<file path="src/hw/rtl/plane_collision_response_assert.svh">
// Assertion macros shared by the plane collision response RTL.
// Expects i_clk and i_rst_n in the scope of each use.
`ifndef PLANE_COLLISION_RESPONSE_ASSERT_SVH
`define PLANE_COLLISION_RESPONSE_ASSERT_SVH

// Condition must never hold while out of reset.
`define PCR_ASSERT_NEVER(lbl, cond, msg) \
    lbl: assert property (@(posedge i_clk) disable iff (!i_rst_n) !(cond)) else $error(msg);

// Antecedent implies consequent on the following clock.
`define PCR_ASSERT_NEXT(lbl, ante, cons, msg) \
    lbl: assert property (@(posedge i_clk) disable iff (!i_rst_n) (ante) |=> (cons)) \
        else $error(msg);

`endif

</file>
<file path="src/hw/rtl/pcr_pkg.sv">
// Package for the plane collision response block: widths, config and job types.
// Used by pcr_front, pcr_fifo, pcr_back and plane_collision_response.
`default_nettype none
package pcr_pkg;

    localparam int FRAC_BITS  = 16;
    localparam int POS_W      = 32;
    localparam int N_W        = 18;
    localparam int MRG_W      = 31;
    localparam int KR_W       = 18;
    localparam int CFG_W      = 32;
    localparam int IDX_W      = 3;
    localparam int DIF_W      = POS_W + 1;
    localparam int PRD_W      = DIF_W + N_W;
    localparam int DOT_W      = PRD_W + 1;
    localparam int S_W        = DOT_W - FRAC_BITS;
    localparam int VN_W       = S_W + N_W - FRAC_BITS;
    localparam int T_W        = FRAC_BITS + 1;
    localparam int FIFO_DEPTH = 8;
    localparam int FIFO_AW    = $clog2(FIFO_DEPTH);
    localparam int FIFO_CW    = FIFO_AW + 1;

    localparam logic [T_W-1:0] T_ONE = {1'b1, {FRAC_BITS{1'b0}}};

    typedef enum logic [IDX_W-1:0] {
        CFG_ORIGIN_X,
        CFG_ORIGIN_Y,
        CFG_NORMAL_X,
        CFG_NORMAL_Y,
        CFG_MARGIN,
        CFG_RESTITUTION
    } t_cfg_idx;

    typedef enum logic [1:0] {
        FRC_NONE,
        FRC_ZERO,
        FRC_ONE
    } t_force;

    typedef struct packed {
        logic signed [POS_W-1:0] origin_x;
        logic signed [POS_W-1:0] origin_y;
        logic signed [N_W-1:0]   normal_x;
        logic signed [N_W-1:0]   normal_y;
        logic [MRG_W-1:0]        margin;
        logic [KR_W-1:0]         restitution;
    } t_cfg;

    // One classified particle request between front and back.
    typedef struct packed {
        logic                    hit;
        logic                    back;
        logic signed [POS_W-1:0] vx;
        logic signed [POS_W-1:0] vy;
        logic signed [POS_W-1:0] px;
        logic signed [POS_W-1:0] py;
        logic signed [POS_W-1:0] qx;
        logic signed [POS_W-1:0] qy;
        logic signed [S_W-1:0]   s;
        logic signed [DOT_W-1:0] num;
        logic signed [DOT_W-1:0] den;
        logic signed [DIF_W-1:0] dqx;
        logic signed [DIF_W-1:0] dqy;
    } t_job;

    function automatic logic signed [POS_W-1:0] sat_pos(input logic signed [63:0] x);
        logic signed [63:0] hi;
        logic signed [63:0] lo;
        hi = 64'sd2147483647;
        lo = -64'sd2147483648;
        if (x > hi) begin
            sat_pos = hi[POS_W-1:0];
        end else if (x < lo) begin
            sat_pos = lo[POS_W-1:0];
        end else begin
            sat_pos = x[POS_W-1:0];
        end
    endfunction

endpackage
`default_nettype wire

</file>
<file path="src/hw/rtl/pcr_fifo.sv">
// Short request queue between front and back ends, register based.
// Depends on pcr_pkg and plane_collision_response_assert.svh.
`default_nettype none
`include "plane_collision_response_assert.svh"
module pcr_fifo (
    input  wire logic          i_clk,
    input  wire logic          i_rst_n,
    input  wire logic          i_push,
    input  wire pcr_pkg::t_job i_data,
    input  wire logic          i_pop,
    output logic               o_nempty,
    output pcr_pkg::t_job      o_data
);

    pcr_pkg::t_job                r_mem [pcr_pkg::FIFO_DEPTH];
    logic [pcr_pkg::FIFO_AW-1:0]  r_wr, r_rd;
    logic [pcr_pkg::FIFO_CW-1:0]  r_cnt;

    assign o_nempty = r_cnt != '0;
    assign o_data   = r_mem[r_rd];

    always_ff @(posedge i_clk) begin
        if (!i_rst_n) begin
            r_wr  <= '0;
            r_rd  <= '0;
            r_cnt <= '0;
        end else begin
            if (i_push) begin
                r_wr <= r_wr + pcr_pkg::FIFO_AW'(1);
            end
            if (i_pop) begin
                r_rd <= r_rd + pcr_pkg::FIFO_AW'(1);
            end
            r_cnt <= r_cnt + pcr_pkg::FIFO_CW'(i_push) - pcr_pkg::FIFO_CW'(i_pop);
        end
    end

    always_ff @(posedge i_clk) begin
        if (i_push) begin
            r_mem[r_wr] <= i_data;
        end
    end

    `PCR_ASSERT_NEVER(a_no_overflow, i_push && !i_pop && r_cnt == pcr_pkg::FIFO_CW'(pcr_pkg::FIFO_DEPTH), "queue overflow")
    `PCR_ASSERT_NEVER(a_no_underflow, i_pop && r_cnt == '0, "queue underflow")
    `PCR_ASSERT_NEXT(a_cnt_up, i_push && !i_pop, r_cnt == $past(r_cnt) + pcr_pkg::FIFO_CW'(1), "count lost a push")

endmodule
`default_nettype wire

</file>
<file path="config.mk">
export PLATFORM = sky130hd
export DESIGN_NAME = pcr_fifo
export DESIGN_NICKNAME = d
export VERILOG_FILES = /design/src/hw/rtl/pcr_pkg.sv /design/src/hw/rtl/pcr_fifo.sv
export VERILOG_INCLUDE_DIRS = /design/src /design/src/hw/rtl
export SDC_FILE = /design/constraint.sdc
export NUM_CORES = 2
export LEC_CHECK = 0
export BUFFER_PORTS_ARGS = -buffer_cell sky130_fd_sc_hd__buf_4
export CAP_MARGIN = 25
export CORE_AREA = 2 2 638 640
export DETAILED_ROUTE_END_ITERATION = 8
export DIE_AREA = 0 0 640 642
export PLACE_DENSITY = 0.59
export SLEW_MARGIN = 30
export SYNTH_ARGS = -nofsm -noshare
export SYNTH_HDL_FRONTEND = slang
export SYNTH_SLANG_ARGS = --single-unit
</file>
<file path="constraint.sdc">
create_clock -name i_clk -period 37.4 [get_ports i_clk]
set_input_delay 7.48 -clock i_clk [delete_from_list [all_inputs] [get_ports i_clk]]
set_output_delay 7.48 -clock i_clk [all_outputs]
set_load 0.03 [all_outputs]
</file>
==> impl_metrics.env <==
export IMPL_status="finished, final reports clean"
export IMPL_cellLeakagePower_uw=0.0446
export IMPL_hp_start="r_rd[2]$_SDFFE_PN0P_"
export IMPL_antenna_found_initial=87
export IMPL_cp_start_kind="flip-flop"
export IMPL_drt_initial_drc_count=3966
export IMPL_crit_buf_inv=6
export IMPL_grt_ovfl_total=0
export IMPL_setup_violations=0
export IMPL_worstPathRequired_ns=29.92
export IMPL_globalplace_congestion=0.753
export IMPL_fin_setup_tns_ns=0
export IMPL_crit_path_end_kind="primary output"
export IMPL_yosys_register_bits=3213
export IMPL_start_util_pct=29.9
export IMPL_fmax_ghz=0.0734
export IMPL_grt_pass1_vias=55268
export IMPL_ios=805
export IMPL_row_count=234
export IMPL_syn_area_per_cell_sq_um=25.8
export IMPL_dp_slack_ns=24.38
export IMPL_tightest_slew_ns=1.05
export IMPL_reg2reg_slack_ns=32.57
export IMPL_slew_headroom_pct=30.0
export IMPL_hold_path_class="flip-flop to flip-flop"
export IMPL_nets=6130
export IMPL_crit_chain="buf_4, buf_4, buf_6, buf_6, buf_4, mux4_2, mux2_2, buf_4"
export IMPL_r2r_cells=6
export IMPL_hpwl_mm=169
export IMPL_critPathArrivalTime_ns=6.15
export IMPL_clkSlewWorstSetupHoldPaths_ns=0.06
export IMPL_cts_resized=0
export IMPL_grt_pass1_wl_mm=407
export IMPL_critPathTopFamily="buffers and inverters"
export IMPL_via_count=52879
export IMPL_synth_cells=4690
export IMPL_gr_usage_all_layers_pct=13.5
export IMPL_nFillCells=36701
export IMPL_area_delta_synth_final_pct=19.1
export IMPL_avgRoutedWirePerCell_um=25.1
export IMPL_portBuffers=804
export IMPL_peakVddDrop_v=0.0000488
export IMPL_cts_sinks=3213
export IMPL_maxCapViolCount=0
export IMPL_cts_hold_buffers=0
export IMPL_hold_depth=2
export IMPL_cts_root_buffer="clkbuf_16"
export IMPL_chipWidth_um=640
export IMPL_postRouteAntennaNets=0
export IMPL_die_y_um=642
export IMPL_min_period_ns=13.63
export IMPL_routed_wl_mm=287
export IMPL_powerDensity_nw_per_um2=56.0
export IMPL_drtPass1Iterations=8
export IMPL_insertion_delay_ns=0.88
export IMPL_cp_common_cell="buf_4"
export IMPL_rsz0062_at_grt="no"
export IMPL_post_cts_setup_buffers=0
export IMPL_coreArea_sq_um=404000
export IMPL_drive_above_1_share_pct=42.9
export IMPL_ys_warn_count=0
export IMPL_drc=0
export IMPL_grt_max_degree=118
export IMPL_r2r_end="r_mem[3][193]$_DFFE_PP_"
export IMPL_critPathKind="flip-flop to primary output"
export IMPL_layout_setup_ws_ns=23.77
export IMPL_synth_nets=5102
export IMPL_holdWs_ns=0.591
export IMPL_htree_levels=5
export IMPL_fin_skew_ns=0.0330
export IMPL_yosysSeqAreaShare_pct=79.8
export IMPL_syn_area_sq_um=121000
export IMPL_crit_reg2reg_launch="r_wr[0]$_SDFFE_PN0P_"
export IMPL_vias_per_cell=4.62
export IMPL_cp_slowest_cell="buf_4"
export IMPL_period_share_pct=36.4
export IMPL_cts_tree="done"
export IMPL_cpPeakStageDelay_ns=0.77
export IMPL_die_area_sq_um=411000
export IMPL_design_area_sq_um=144000
export IMPL_place_area_sq_um=133000
export IMPL_synth_cell_type_count=23
export IMPL_hold_viol=0
export IMPL_path_max_fanout=66
export IMPL_maxSlewViolCount=0
export IMPL_cts_buffers=337
export IMPL_clock_path_buffers=4
-- metal layers --
layer	global-route usage (%)	up-vias	wire, um
met5	0	-	138
met4	6.64	20	14000
met3	2.60	548	15200
met2	23.8	1439	151000
met1	15.7	28489	107000
li1	-	22383	-
-- worst max-delay path by stage --
stage	startpoint	end	depth (start not counted)
finish	flip-flop	o_data[72]	8
floorplan	i_push	r_mem[0][0]$_DFFE_PP_	2
global placement	flip-flop	o_data[62]	8
CTS	flip-flop	o_data[72]	8
detailed placement	flip-flop	o_data[72]	8
global route	flip-flop	o_data[203]	8
-- registers in the layout, indices dropped and copies added (netlist names), named ones only --
name and cells:
r_mem 3200, r_wr 3, r_cnt 4, r_rd 3
-- per-stage QoR --
stage               total power (uW)  util, %  std cells
CTS                             8160     35.5      11398
global placement                4970     32.9      10796
global route                    8320     35.6      11428
finish                          8050     35.6      11442
floorplan                       4710        -       4690
detailed placement              4980     33.0      10805
-- synth_stat cells, drive strengths merged --
cell | instances | area, sq um
xnor2 | 3 | 26.3
inv | 7 | 26.3
dfxtp | 13 | 260
nand2 | 5 | 18.8
nor2 | 6 | 22.5
nor2b | 3 | 18.8
edfxtp | 3200 | 96100
mux4 | 800 | 18000
and2 | 7 | 43.8
buf | 159 | 1290
clkbuf | 65 | 244
a21oi | 1 | 5.00
mux2i | 3 | 30.0
ha | 7 | 87.6
fa | 1 | 20.0
nand2b | 4 | 25.0
nor3 | 2 | 10.0
xor2 | 2 | 17.5
mux2 | 400 | 4500
nand3 | 1 | 5.00
a21o | 1 | 7.51
-- tightest hold or removal path, stage by stage, from the launching register on --
cell	delay, ns
dfxtp_1	0.33
xnor2_1	0.07
and2_1	0.16
-- power breakdown --
part           total (uW)  internal, uW  switching [uW]
clock                3160          1790            1370
sequential           4080          4060            22.3
combinational         812           332             480
total                8050          6180            1870
-- cells by family (layout without fill, tap and decap cells) --
| kind of cell | count (synthesis) | after routing | synth area share [%] |
|---|---|---|---|
| compound gates | 2 | 2 | 0.0104 |
| other cells | 0 | 42 | 0 |
| mux | 1203 | 1203 | 18.7 |
| xor+xnor | 5 | 5 | 0.0363 |
| fa+ha+maj | 8 | 8 | 0.0891 |
| flops | 3213 | 3213 | 79.8 |
| buf+inv | 231 | 1513 | 1.29 |
| simple gates | 28 | 28 | 0.119 |
-- cell type report --
cell class | count | area (sq um) | area share [%]
flip-flops and latches | 3213 | 96400 | 67.0
multi-input cells | 1246 | 22900 | 15.9
clock buffers | 413 | 8800 | 6.12
repair buffers | 913 | 7260 | 5.04
well taps | 5428 | 6790 | 4.72
clock inverters | 180 | 1580 | 1.10
diodes | 42 | 105 | 0.0731
inverters | 7 | 26.3 | 0.0183
-- layout by cell type (no fill, tap or decap), types with 4 or more instances in the layout --
cell | netlist | routed
edfxtp_1 | 3200 | 3200
buf_4 | 0 | 882
mux4_2 | 800 | 800
mux2_2 | 400 | 400
clkbuf_16 | 0 | 341
clkinv_1 | 0 | 81
clkbuf_1 | 65 | 72
clkinv_2 | 0 | 49
diode_2 | 0 | 42
bufinv_16 | 0 | 16
buf_12 | 0 | 14
buf_16 | 0 | 10
dfxtp_1 | 13 | 10
inv_1 | 7 | 7
and2_1 | 7 | 7
ha_1 | 7 | 7
clkinv_16 | 0 | 7
buf_6 | 89 | 7
nor2_4 | 0 | 6
inv_16 | 0 | 6
clkinvlp_4 | 0 | 6
nand2_1 | 5 | 5
clkinv_8 | 0 | 5
nand2b_1 | 4 | 4
clkinv_4 | 0 | 4
(Power assumes the default switching activity.)
